## src/rtl/lfbp_pkg.sv

```systemverilog
// Shared types and constants for the LSB-first pair bit packer.
package lfbp_pkg;

    localparam int CODE_W        = 16;
    localparam int SYM_W         = 8;
    localparam int LEN_W         = 5;
    localparam int BYTE_W        = 8;
    localparam int PEND_W        = 7;
    localparam int PCNT_W        = 3;
    localparam int ACC_W         = 31;
    localparam int TOTAL_W       = 5;
    localparam int MAX_CODE_BITS = 16;
    localparam int LEN_LIMIT     = (MAX_CODE_BITS < CODE_W) ? MAX_CODE_BITS : CODE_W;
    localparam int MAX_BYTES     = 3;

    localparam logic MODE_PAIR  = 1'b0;
    localparam logic MODE_FLUSH = 1'b1;

    typedef struct packed {
        logic              mode;
        logic [CODE_W-1:0] code;
        logic [SYM_W-1:0]  sym;
        logic [LEN_W-1:0]  bit_length;
    } t_item;

    typedef struct packed {
        logic [1:0]                         nbytes;
        logic [MAX_BYTES-1:0][BYTE_W-1:0]   bytes;
    } t_pack_res;

endpackage

```

## src/rtl/lsb_first_pair_bit_packer.sv

```systemverilog
// Top level of the LSB-first pair bit packer.
// The input channel (i_valid, o_stall) takes one item per transfer: a pair
// (i_mode low) appends the low i_bit_length bits of i_code, saturated to 16,
// and then the 8 bits of i_sym; a flush (i_mode high) sends the pending
// partial byte, padded with zeros, if any bits are pending.
// The output channel (o_valid, i_stall) carries one packed byte per transfer,
// earliest bit in bit 0, with o_last marking the final byte of an item.
// An accepted item is held in the input register until the byte buffer is
// free; it is then loaded into the byte buffer, which shows its first byte
// on the output.
// The output port moves one byte per cycle while the receiver does not stall,
// so an item that yields n bytes occupies the output for n transfers (one
// to three); without stalls, items that yield no or one byte go one per cycle.
// While the receiver stalls, the byte buffer holds and the input register
// fills, after which o_stall is raised until the buffer can take the item.
// Reset empties the accumulator, the input register and the byte buffer.
module lsb_first_pair_bit_packer (
    input  logic                        i_clk,
    input  logic                        i_rst_n,
    input  logic                        i_valid,
    output logic                        o_stall,
    input  logic                        i_mode,
    input  logic [lfbp_pkg::CODE_W-1:0] i_code,
    input  logic [lfbp_pkg::SYM_W-1:0]  i_sym,
    input  logic [lfbp_pkg::LEN_W-1:0]  i_bit_length,
    output logic                        o_valid,
    input  logic                        i_stall,
    output logic [lfbp_pkg::BYTE_W-1:0] o_out_byte,
    output logic                        o_last
);

    logic                r_in_valid;
    lfbp_pkg::t_item     r_item;
    lfbp_pkg::t_pack_res pack_res;
    logic                buf_free;
    logic                load;
    logic                in_fire;

    assign load    = r_in_valid && buf_free;
    assign o_stall = r_in_valid && !buf_free;
    assign in_fire = i_valid && !o_stall;

    always_ff @(posedge i_clk) begin
        if (!i_rst_n) begin
            r_in_valid <= 1'b0;
        end else if (in_fire) begin
            r_in_valid <= 1'b1;
        end else if (load) begin
            r_in_valid <= 1'b0;
        end
    end

    always_ff @(posedge i_clk) begin
        if (in_fire) begin
            r_item <= '{mode: i_mode, code: i_code, sym: i_sym, bit_length: i_bit_length};
        end
    end

    lfbp_pack u_pack (
        .i_clk   (i_clk),
        .i_rst_n (i_rst_n),
        .i_load  (load),
        .i_item  (r_item),
        .o_res   (pack_res)
    );

    lfbp_out_buf u_out_buf (
        .i_clk      (i_clk),
        .i_rst_n    (i_rst_n),
        .i_load     (load),
        .i_res      (pack_res),
        .i_stall    (i_stall),
        .o_free     (buf_free),
        .o_valid    (o_valid),
        .o_out_byte (o_out_byte),
        .o_last     (o_last)
    );

    a_stall_needs_item: assert property (@(posedge i_clk) disable iff (!i_rst_n)
        o_stall |-> r_in_valid && o_valid)
        else $error("Input stalled with no item waiting or no byte pending.");

    a_idle_out_loads: assert property (@(posedge i_clk) disable iff (!i_rst_n)
        r_in_valid && !o_valid |=> !r_in_valid || $past(in_fire))
        else $error("A waiting item was not loaded into an empty buffer.");

endmodule

```

## src/rtl/lfbp_pack.sv

```systemverilog
// Bit accumulator: holds the pending partial byte and splits one item into bytes.
module lfbp_pack (
    input  logic                i_clk,
    input  logic                i_rst_n,
    input  logic                i_load,
    input  lfbp_pkg::t_item     i_item,
    output lfbp_pkg::t_pack_res o_res
);

    localparam logic [lfbp_pkg::LEN_W-1:0] LenLimit = lfbp_pkg::LEN_W'(lfbp_pkg::LEN_LIMIT);

    logic [lfbp_pkg::PEND_W-1:0]  r_pend_bits, n_pend_bits;
    logic [lfbp_pkg::PCNT_W-1:0]  r_pend_cnt, n_pend_cnt;

    logic [lfbp_pkg::LEN_W-1:0]   len_sat;
    logic [lfbp_pkg::CODE_W-1:0]  code_mask;
    logic [lfbp_pkg::ACC_W-1:0]   acc;
    logic [lfbp_pkg::ACC_W-1:0]   acc_rest;
    logic [lfbp_pkg::TOTAL_W-1:0] sym_pos;
    logic [lfbp_pkg::TOTAL_W-1:0] total;

    always_comb begin
        len_sat   = (i_item.bit_length > LenLimit) ? LenLimit : i_item.bit_length;
        code_mask = ~({lfbp_pkg::CODE_W{1'b1}} << len_sat);
        sym_pos   = lfbp_pkg::TOTAL_W'(r_pend_cnt) + len_sat;
        total     = sym_pos + lfbp_pkg::TOTAL_W'(lfbp_pkg::SYM_W);
        acc       = lfbp_pkg::ACC_W'(r_pend_bits)
                  | (lfbp_pkg::ACC_W'(i_item.code & code_mask) << r_pend_cnt)
                  | (lfbp_pkg::ACC_W'(i_item.sym) << sym_pos);
        acc_rest  = acc >> {total[lfbp_pkg::TOTAL_W-1:3], 3'b000};

        o_res.bytes = {acc[23:16], acc[15:8], acc[7:0]};
        o_res.nbytes = total[lfbp_pkg::TOTAL_W-1:3];
        n_pend_bits = acc_rest[lfbp_pkg::PEND_W-1:0];
        n_pend_cnt  = total[2:0];

        if (i_item.mode == lfbp_pkg::MODE_FLUSH) begin
            o_res.bytes  = {{(2*lfbp_pkg::BYTE_W){1'b0}}, 1'b0, r_pend_bits};
            o_res.nbytes = (r_pend_cnt != '0) ? 2'd1 : 2'd0;
            n_pend_bits  = '0;
            n_pend_cnt   = '0;
        end
    end

    always_ff @(posedge i_clk) begin
        if (!i_rst_n) begin
            r_pend_bits <= '0;
            r_pend_cnt  <= '0;
        end else if (i_load) begin
            r_pend_bits <= n_pend_bits;
            r_pend_cnt  <= n_pend_cnt;
        end
    end

    a_flush_empties: assert property (@(posedge i_clk) disable iff (!i_rst_n)
        i_load && i_item.mode == lfbp_pkg::MODE_FLUSH |=> r_pend_cnt == '0 && r_pend_bits == '0)
        else $error("Pending bits remain after a flush.");

    a_pend_clean: assert property (@(posedge i_clk) disable iff (!i_rst_n)
        (r_pend_bits >> r_pend_cnt) == '0)
        else $error("Pending bits above the pending count are not zero.");

endmodule

```

## src/rtl/lfbp_out_buf.sv

```systemverilog
// Result buffer: holds up to three packed bytes and sends them one per transfer.
module lfbp_out_buf (
    input  logic                        i_clk,
    input  logic                        i_rst_n,
    input  logic                        i_load,
    input  lfbp_pkg::t_pack_res         i_res,
    input  logic                        i_stall,
    output logic                        o_free,
    output logic                        o_valid,
    output logic [lfbp_pkg::BYTE_W-1:0] o_out_byte,
    output logic                        o_last
);

    logic [lfbp_pkg::MAX_BYTES-1:0][lfbp_pkg::BYTE_W-1:0] r_buf;
    logic [1:0] r_left;
    logic       out_fire;

    assign o_valid    = (r_left != 2'd0);
    assign o_out_byte = r_buf[0];
    assign o_last     = (r_left == 2'd1);
    assign out_fire   = o_valid && !i_stall;
    assign o_free     = (r_left == 2'd0) || (r_left == 2'd1 && out_fire);

    always_ff @(posedge i_clk) begin
        if (!i_rst_n) begin
            r_left <= 2'd0;
        end else if (i_load) begin
            r_left <= i_res.nbytes;
        end else if (out_fire) begin
            r_left <= r_left - 2'd1;
        end
    end

    always_ff @(posedge i_clk) begin
        if (i_load) begin
            r_buf <= i_res.bytes;
        end else if (out_fire) begin
            r_buf <= {{lfbp_pkg::BYTE_W{1'b0}}, r_buf[2], r_buf[1]};
        end
    end

    a_no_overwrite: assert property (@(posedge i_clk) disable iff (!i_rst_n)
        i_load |-> r_left == 2'd0 || (r_left == 2'd1 && out_fire))
        else $error("A new item overwrote bytes not yet sent.");

endmodule

```

## config.mk

```make
export PLATFORM = sky130hd
export DESIGN_NAME = lsb_first_pair_bit_packer
export DESIGN_NICKNAME = d
export VERILOG_FILES = /design/src/rtl/lfbp_pkg.sv /design/src/rtl/lsb_first_pair_bit_packer.sv /design/src/rtl/lfbp_pack.sv /design/src/rtl/lfbp_out_buf.sv
export SDC_FILE = /design/constraint.sdc
export NUM_CORES = 1
export LEC_CHECK = 0
export ABC_AREA = 1
export BUFFER_PORTS_ARGS = -buffer_cell sky130_fd_sc_hd__clkbuf_2
export CORE_MARGIN = 4
export CORE_UTILIZATION = 35
export DETAILED_ROUTE_END_ITERATION = 10
export MAX_ROUTING_LAYER = met4
export SYNTH_ARGS = -nofsm -noshare
export SYNTH_HDL_FRONTEND = slang
export SYNTH_SLANG_ARGS = --single-unit
```

## constraint.sdc

```tcl
create_clock -name i_clk -period 3.42 [get_ports i_clk]
set_clock_uncertainty 0.15 [all_clocks]
set_input_delay 0.855 -clock i_clk [delete_from_list [all_inputs] [get_ports i_clk]]
set_output_delay 0.855 -clock i_clk [all_outputs]
set_load 0.05 [all_outputs]
```

==> results.md, run 1 <==
- Routability Congestion: approximately 0.94
- Post-CTS Setup Bufs: 0
- Slew @ Worst Pin: 0.542 ns
- Final Hold Fails: 0
- Starting Density: 0.356
- Via count: approximately 4200
- Router iterations before antenna repair: 5
- Antenna diodes: 0
- R2R Setup Slk: around 0.38 ns
- Max clock buf depth: 2
- Hold endpoint: u_pack.r_pend_bits[2]
- Final Cycle Share: 0.890
- Die W: 121 um
- Commonest non-fill, non-tap cells in the layout: nand2_1, nand3_1, inv_1, edfxtp_1, clkbuf_2
- Status: finished clean
- CP Class: reg2reg
- 1st-iter DRT viols: about 350
- Global route overflow: 0
- Count of cell types in the netlist: 39
- Pin count of the biggest net entering global routing: 31
- Seq/Total Area, Yosys: 0.421
- Clock root buffer: clkbuf_16
- Worst r2r src: r_item[0]
- Worst r2r path cells: 12
- Crit-path max FO: 12
- Post-DP HPWL: between 9000 and 10000 um
- RSZ-0062 raised after global routing: false
- CTS resizes: 0
- IO Port Bufs: 44
- GR Util All Layers: 0.172
- Die area: around 15000 um2
- Synth Instances: a little over 600
- Crit path time final: around 3.0 ns
- Routed WL: about 12000 um
- Clock sinks: 67
- Critical Path RT: between 3 and 4 ns
- Hold path start: u_pack.r_pend_bits[2]
- Cell area after placement: 4810 um2
- Max-cap violations: 0
- Die Y: ~120 um
- Peak supply drop: 280 uV
- Worst R2R End: u_out_buf.r_buf[11]
- Fillcell total: between 1000 and 1500
- CTS Hold Bufs: 0
- Critical Path AT: 3.10 ns
- Nets: 685
- Largest area contributor in the netlist: edfxtp_1
- Synthesis Warnings: 0
- Startpoint type of the worst setup path: flop
- Share of cells above drive strength 1: 0.163
- Area growth syn-to-layout: 14.1%
- Slew HR: 0.638
- Ports placed on the boundary: 45
- First-pass GRT wire length: about 19000 um
- PD cells: roughly 670 nW/um2
- Post-Syn Nets: around 650
- Slew Limit Fails: 0
- Worst-path clk slew: approximately 0.05 ns
- Sequential cell area: between 1500 and 2000 um2
- Area of the core: ~13000 um2
- Fmax achieved: 329 MHz
- Yosys top cell area share: 0.363
- Area of the multi-input gates: 2110 um2
- Hold depth: 2
- DR DRC count: 0
- Syn Area/Cell: between 7 and 8 um2
- Final setup vio count: 0
- Vias in the first global route: ~3800
- Vias per std cell: a little over 5
- CP Capture Type: flop
- Flops & latches, synth: 67
- Commonest non-fill, non-tap cell in the layout: nand2_1
- Design Area, Final: 5100 um2
- CTS H-tree depth: 3
- CTS tree: yes
- Worst skew pair latency: between 0.3 and 0.4 ns
- Antenna Nets Post-Route: 0
- Initial antenna violation count: 0
- Largest cells by area after synthesis: edfxtp_1, nand2_1, nand3_1
- Rows: between 40 and 50
- Num CTS Buffers: 9
- Synthesized area: around 4500 um2
- Worst hold path type: reg2reg
- WL/cell: roughly 14 um
- Setup Total Neg Slack: 0 ns
- Cell leakage power: approximately 2.4 nW
- CP Launch Point: r_item[0]
cell type report:
class,count,area share
Timing Repair Buffer,59,0.0653
Inverter,71,0.0523
Clock buffer,11,0.0457
Tap cell,172,0.0422
Multi-Input combinational cell,439,0.415
Clock inverter,5,0.0106
Sequential cell,67,0.369
Yosys cell counts:
cell type and n:
o21a_1 3, nand2_2 14, nand2_1 217, nor2_1 19
a221oi_1 1, buf_8 1, dfxtp_1 13, o221a_2 1
buf_4 10, ha_1 4, nand4_1 17, nor2_4 1
nand3_1 60, edfxtp_1 54, nand3_4 1, o31ai_1 2
mux2i_1 3, or2_2 3, a21oi_2 1, buf_2 5
inv_2 10, nor3_1 5, a31oi_1 2, buf_6 3
a21boi_0 2, o21ai_2 1, nand3_2 1, o21ai_0 37
buf_1 1, o211ai_1 12, nor2_2 1, nand2_4 1
o21ai_1 2, a21oi_1 21, a22o_1 2, clkinv_1 2
o221ai_1 5, clkbuf_1 14, inv_1 59
logic make-up after synthesis:
| family | share of synthesized area |
|---|---|
| adders and majority gates | 0.0112 |
| and+or+nand+nor | 0.331 |
| AOI/OAI and AO/OA | 0.124 |
| buffers and inverters | 0.106 |
| muxes | 0.00672 |
| DFF | 0.421 |
power by group:
group	leakage, nW	switching, mW	total [mW]	internal (mW)
clock	0.135	0.342	0.902	0.560
combinational	1.60	0.949	1.31	0.364
sequential	0.631	0.0688	1.22	1.16
how the worst max path moves through the flow:
stage,endpoint,slack (ns),cells past startpoint
3_5_place_dp,u_out_buf.r_buf[11],0.37,12
6_report,u_out_buf.r_buf[11],0.38,12
4_1_cts,u_out_buf.r_buf[11],0.35,12
5_1_grt,u_out_buf.r_buf[11],0.06,12
2_1_floorplan,u_out_buf.r_left[1],0.68,9
3_3_place_gp,u_out_buf.r_buf[11],0.42,12
critical path, stage by stage, from the launching register on:
cell	delay (ns)
edfxtp_1	0.48
nand2_1	0.11
inv_1	0.05
ha_1	0.49
inv_1	0.19
o21ai_0	0.22
inv_1	0.07
o21ai_0	0.42
nand2_1	0.10
nor2_1	0.15
a21oi_1	0.07
o21ai_0	0.23
a22o_1	0.17
routing by layer:
metal  share of wire  wire length (um)  GRT usage
met5               0                 0          -
met4           0.029               337     0.0786
met3           0.057               668     0.0336
met2            0.45              5250      0.256
met1            0.47              5440      0.227
flip-flops by register name, summed over array words and instances (netlist names):
name,cells
u_out_buf.r_buf,16
u_pack.r_pend_bits,7
r_item,30
u_out_buf.o_out_byte,8
u_out_buf.r_left,2
r_in_valid,1
u_pack.r_pend_cnt,3
through the flow:
step           utilization  power [mW]  hold WS (ns)  cells  setup slack, ns
2_1_floorplan            -        2.27         0.305    611            0.678
3_3_place_gp         0.383        2.54         0.321    808            0.424
3_5_place_dp         0.383        2.55         0.324    808            0.371
4_1_cts              0.406        3.47         0.334    824            0.346
5_1_grt              0.406        3.67         0.359    824           0.0576
6_report             0.406        3.44         0.332    824            0.376
Power figures use the tool's default switching activity.
==> inputs of run 2 (changes only) <==
--- a/config.mk
+++ b/config.mk
@@ -5,7 +5,6 @@
 export SDC_FILE = /design/constraint.sdc
 export NUM_CORES = 1
 export LEC_CHECK = 0
-export ABC_AREA = 1
 export BUFFER_PORTS_ARGS = -buffer_cell sky130_fd_sc_hd__clkbuf_2
 export CORE_MARGIN = 4
 export CORE_UTILIZATION = 35
==> run 2 against run 1 <==
Effect of this change: final cell count down 15%; clock-buffer cell count up 3; global-route usage up 3.1 points; critical path type unchanged; largest cell class unchanged.
==> results.md, run 2 <==
- Status: finished clean (unchanged)
- Startpoint type of the worst setup path: flop (unchanged)
- CTS resizes: 0 (unchanged)
- Commonest non-fill, non-tap cell in the layout: edfxtp_1 (was nand2_1)
- Worst R2R End: u_out_buf.r_buf[15] (was u_out_buf.r_buf[11])
- Via count: 3986 (was 4158)
- Top post-synthesis cells by count: edfxtp_1, nand2_1, nor2_1 (was nand2_1, nand3_1, inv_1)
- Flops & latches, synth: 67 (unchanged)
- Cell area after placement: 5010 um2 (was 4810 um2)
- Routability Congestion: 0.932 (was 0.944)
- Slew Limit Fails: 0 (unchanged)
- Antenna diodes: 0 (unchanged)
- IO Port Bufs: 44 (unchanged)
- WL/cell: 19.9 um (was 14.2 um)
- Post-CTS Setup Bufs: 0 (unchanged)
- Vias in the first global route: 3936 (was 3795)
- Critical Path RT: 3.49 ns (was 3.48 ns)
- Top FF cell, synth: edfxtp_1 (unchanged)
- CP Capture Type: flop (unchanged)
- Setup Total Neg Slack: 0 ns (unchanged)
- Count of cell types in the netlist: 78 (was 39)
- Critical Path AT: 3.15 ns (was 3.10 ns)
- Slew @ Worst Pin: 0.801 ns (was 0.542 ns)
- 1st-iter DRT viols: 273 (was 354)
- First-pass GRT wire length: 22100 um (was 18900 um)
- Worst r2r src: r_item[0] (unchanged)
- Worst hold path type: reg2reg (unchanged)
- Post-DP HPWL: 10400 um (was 9090 um)
- Nets: 565 (was 685)
- Worst skew pair latency: 0.34 ns (about the same)
- Switching power: 1.40 mW (was 1.36 mW)
- Synthesis Warnings: 0 (unchanged)
- Yosys top cell area share: 0.355 (was 0.363)
- Post-synth ARST share: 0 (unchanged)
- PD cells: 687 nW/um2 (was 675 nW/um2)
- DR DRC count: 0 (unchanged)
- Die Y: 122 um (was 121 um)
- Clock power share: 0.258 (was 0.262)
- Initial antenna violation count: 0 (unchanged)
- Max clock buf depth: 2 (unchanged)
- Design Area, Final: 5310 um2 (was 5100 um2)
- Crit path time final: 3.08 ns (was 3.04 ns)
- Synth Instances: 488 (was 611)
- Pin count of the biggest net entering global routing: 35 (was 31)
- Hold endpoint: u_pack.r_pend_cnt[1] (was u_pack.r_pend_bits[2])
- Hold path start: u_pack.r_pend_cnt[1] (was u_pack.r_pend_bits[2])
- Clock root buffer: clkbuf_16 (unchanged)
- R2R Setup Slk: 0.34 ns (was 0.38 ns)
- Rows: 41 (unchanged)
- Reg with most FFs: r_item (unchanged)
- Largest cells by area after synthesis: edfxtp_1, dfxtp_1, mux2i_1 (was edfxtp_1, nand2_1, nand3_1)
- Net switching fraction of the power: 0.384 (was 0.395)
- Area of the core: 12700 um2 (was 12600 um2)
- Final Hold Fails: 0 (unchanged)
- Largest area contributor in the netlist: edfxtp_1 (unchanged)
- GR Util All Layers: 0.203 (was 0.172)
- Slew HR: 0.461 (was 0.638)
- Die W: 122 um (was 121 um)
- Vias per std cell: 5.66 (was 5.05)
- Cell leakage power: 2.01 nW (was 2.36 nW)
- CTS Hold Bufs: 0 (unchanged)
- Peak supply drop: 242 uV (was 280 uV)
- Max-cap violations: 0 (unchanged)
- Commonest non-fill, non-tap cells in the layout: edfxtp_1, clkbuf_2, nand2_1, nor2_1, a21oi_1 (was nand2_1, nand3_1, inv_1, edfxtp_1, clkbuf_2)
- CTS H-tree depth: 3 (unchanged)
- Num CTS Buffers: 9 (unchanged)
- RSZ-0062 raised after global routing: false (unchanged)
- Global route overflow: 0 (unchanged)
- Share of cells above drive strength 1: 0.227 (was 0.163)
- Syn Area/Cell: 9.36 um2 (was 7.31 um2)
- Area growth syn-to-layout: 16.1% (was 14.1%)
- Die area: 14900 um2 (was 14600 um2)
- Post-synth EDFFs: 54 (unchanged)
- CTS tree: yes (unchanged)
- Antenna Nets Post-Route: 0 (unchanged)
- Clock sinks: 67 (unchanged)
- Post-Syn Nets: 526 (was 649)
- Internal power: 2.24 mW (was 2.08 mW)
- Fmax achieved: 325 MHz (was 329 MHz)
- Register share of total power: 0.346 (was 0.356)
- Logic pwr share: 0.396 (was 0.382)
- Router iterations before antenna repair: 5 (unchanged)
- CP Class: reg2reg (unchanged)
- Final Cycle Share: 0.900 (was 0.890)
- Hold depth: 2 (unchanged)
- Crit-path max FO: 9 (was 12)
- Routed WL: 14000 um (was 11700 um)
- Largest register FFs: 30 (unchanged)
- Starting Density: 0.359 (was 0.356)
- Seq/Total Area, Yosys: 0.412 (was 0.421)
- Worst r2r path cells: 9 (was 12)
- Final setup vio count: 0 (unchanged)
- Synthesized area: 4570 um2 (was 4470 um2)
- Count leader, synth: edfxtp_1 (was nand2_1)
- Worst-path clk slew: 0.05 ns (about the same)
- CP Launch Point: r_item[0] (unchanged)
- Ports placed on the boundary: 45 (unchanged)
run 2: cell count changes after synthesis, sizes merged, moves of 16 or more:
| cell | previous run | this run |
|---|---|---|
| inv | 69 | 17 |
| mux2i | 3 | 19 |
| nand2 | 232 | 43 |
| nand4 | 17 | 0 |
| nand3 | 62 | 16 |
| nor2 | 21 | 44 |
| o21ai | 40 | 24 |
run 2: logic make-up after synthesis:
family | count (synthesis) | synth area share
multiplexers | 35 | 0.0852
XOR/XNOR | 6 | 0.0148
adder cells (fa/ha/maj) | 6 | 0.0153
buffers and inverters | 63 | 0.0668
AO/OA/AOI/OAI | 153 | 0.240
AND/OR/NAND/NOR | 158 | 0.166
flip-flops | 67 | 0.412
run 2: metrics by stage:
step                      cells  setup WS [ns]   util  hold slack, ns  power (mW)
after floorplan             488         0.0115      -           0.315        2.35
after global placement      688          0.352  0.394           0.347        2.71
after detailed placement    688          0.333  0.394           0.356        2.72
after CTS                   704          0.328  0.417           0.363        3.67
after global routing        704          0.177  0.417           0.401        3.85
final                       704          0.341  0.417           0.364        3.64
run 2: critical path, cell delays in order, from the launching register on:
cell and delay, ns:
edfxtp_1 0.37, nor2b_1 0.14, ha_1 0.25, ha_1 0.24, mux2i_1 0.13, o2bb2ai_1 0.21
xnor2_2 0.48, mux2_2 0.45, o311ai_1 0.34, a22o_1 0.18
run 2: worst max path at each step:
stage	cells past startpoint	endpoint
after floorplan	4	r_item[0]
final	9	u_out_buf.r_buf[15]
after CTS	9	u_out_buf.r_buf[15]
after global placement	9	u_out_buf.o_out_byte[4]
after global routing	9	u_out_buf.o_out_byte[4]
after detailed placement	9	u_out_buf.r_buf[15]
run 2: final cells by class:
class | count | area, um2
clock buffer | 14 | 264
clock inverter | 2 | 35.0
fill | 1290 | 7420
inverter | 17 | 63.8
multi-input combinational | 358 | 2390
sequential | 67 | 1880
tap | 172 | 215
timing repair buffer | 74 | 458
run 2: routing by layer:
layer | track usage | vias up | share of wire
met2 | 0.299 | 109 | 0.44
met3 | 0.0415 | 25 | 0.050
met4 | 0.103 | 0 | 0.034
li1 | - | 1927 | -
met5 | - | - | 0
met1 | 0.266 | 1925 | 0.48
run 2: power groups by stage:
stage | combinational, mW | clock (mW) | sequential [mW]
floorplan | 1.09 | 0 | 1.26
global placement | 1.44 | 0 | 1.27
detailed placement | 1.44 | 0 | 1.28
CTS | 1.44 | 0.962 | 1.26
global route | 1.57 | 0.996 | 1.28
finish | 1.44 | 0.942 | 1.26
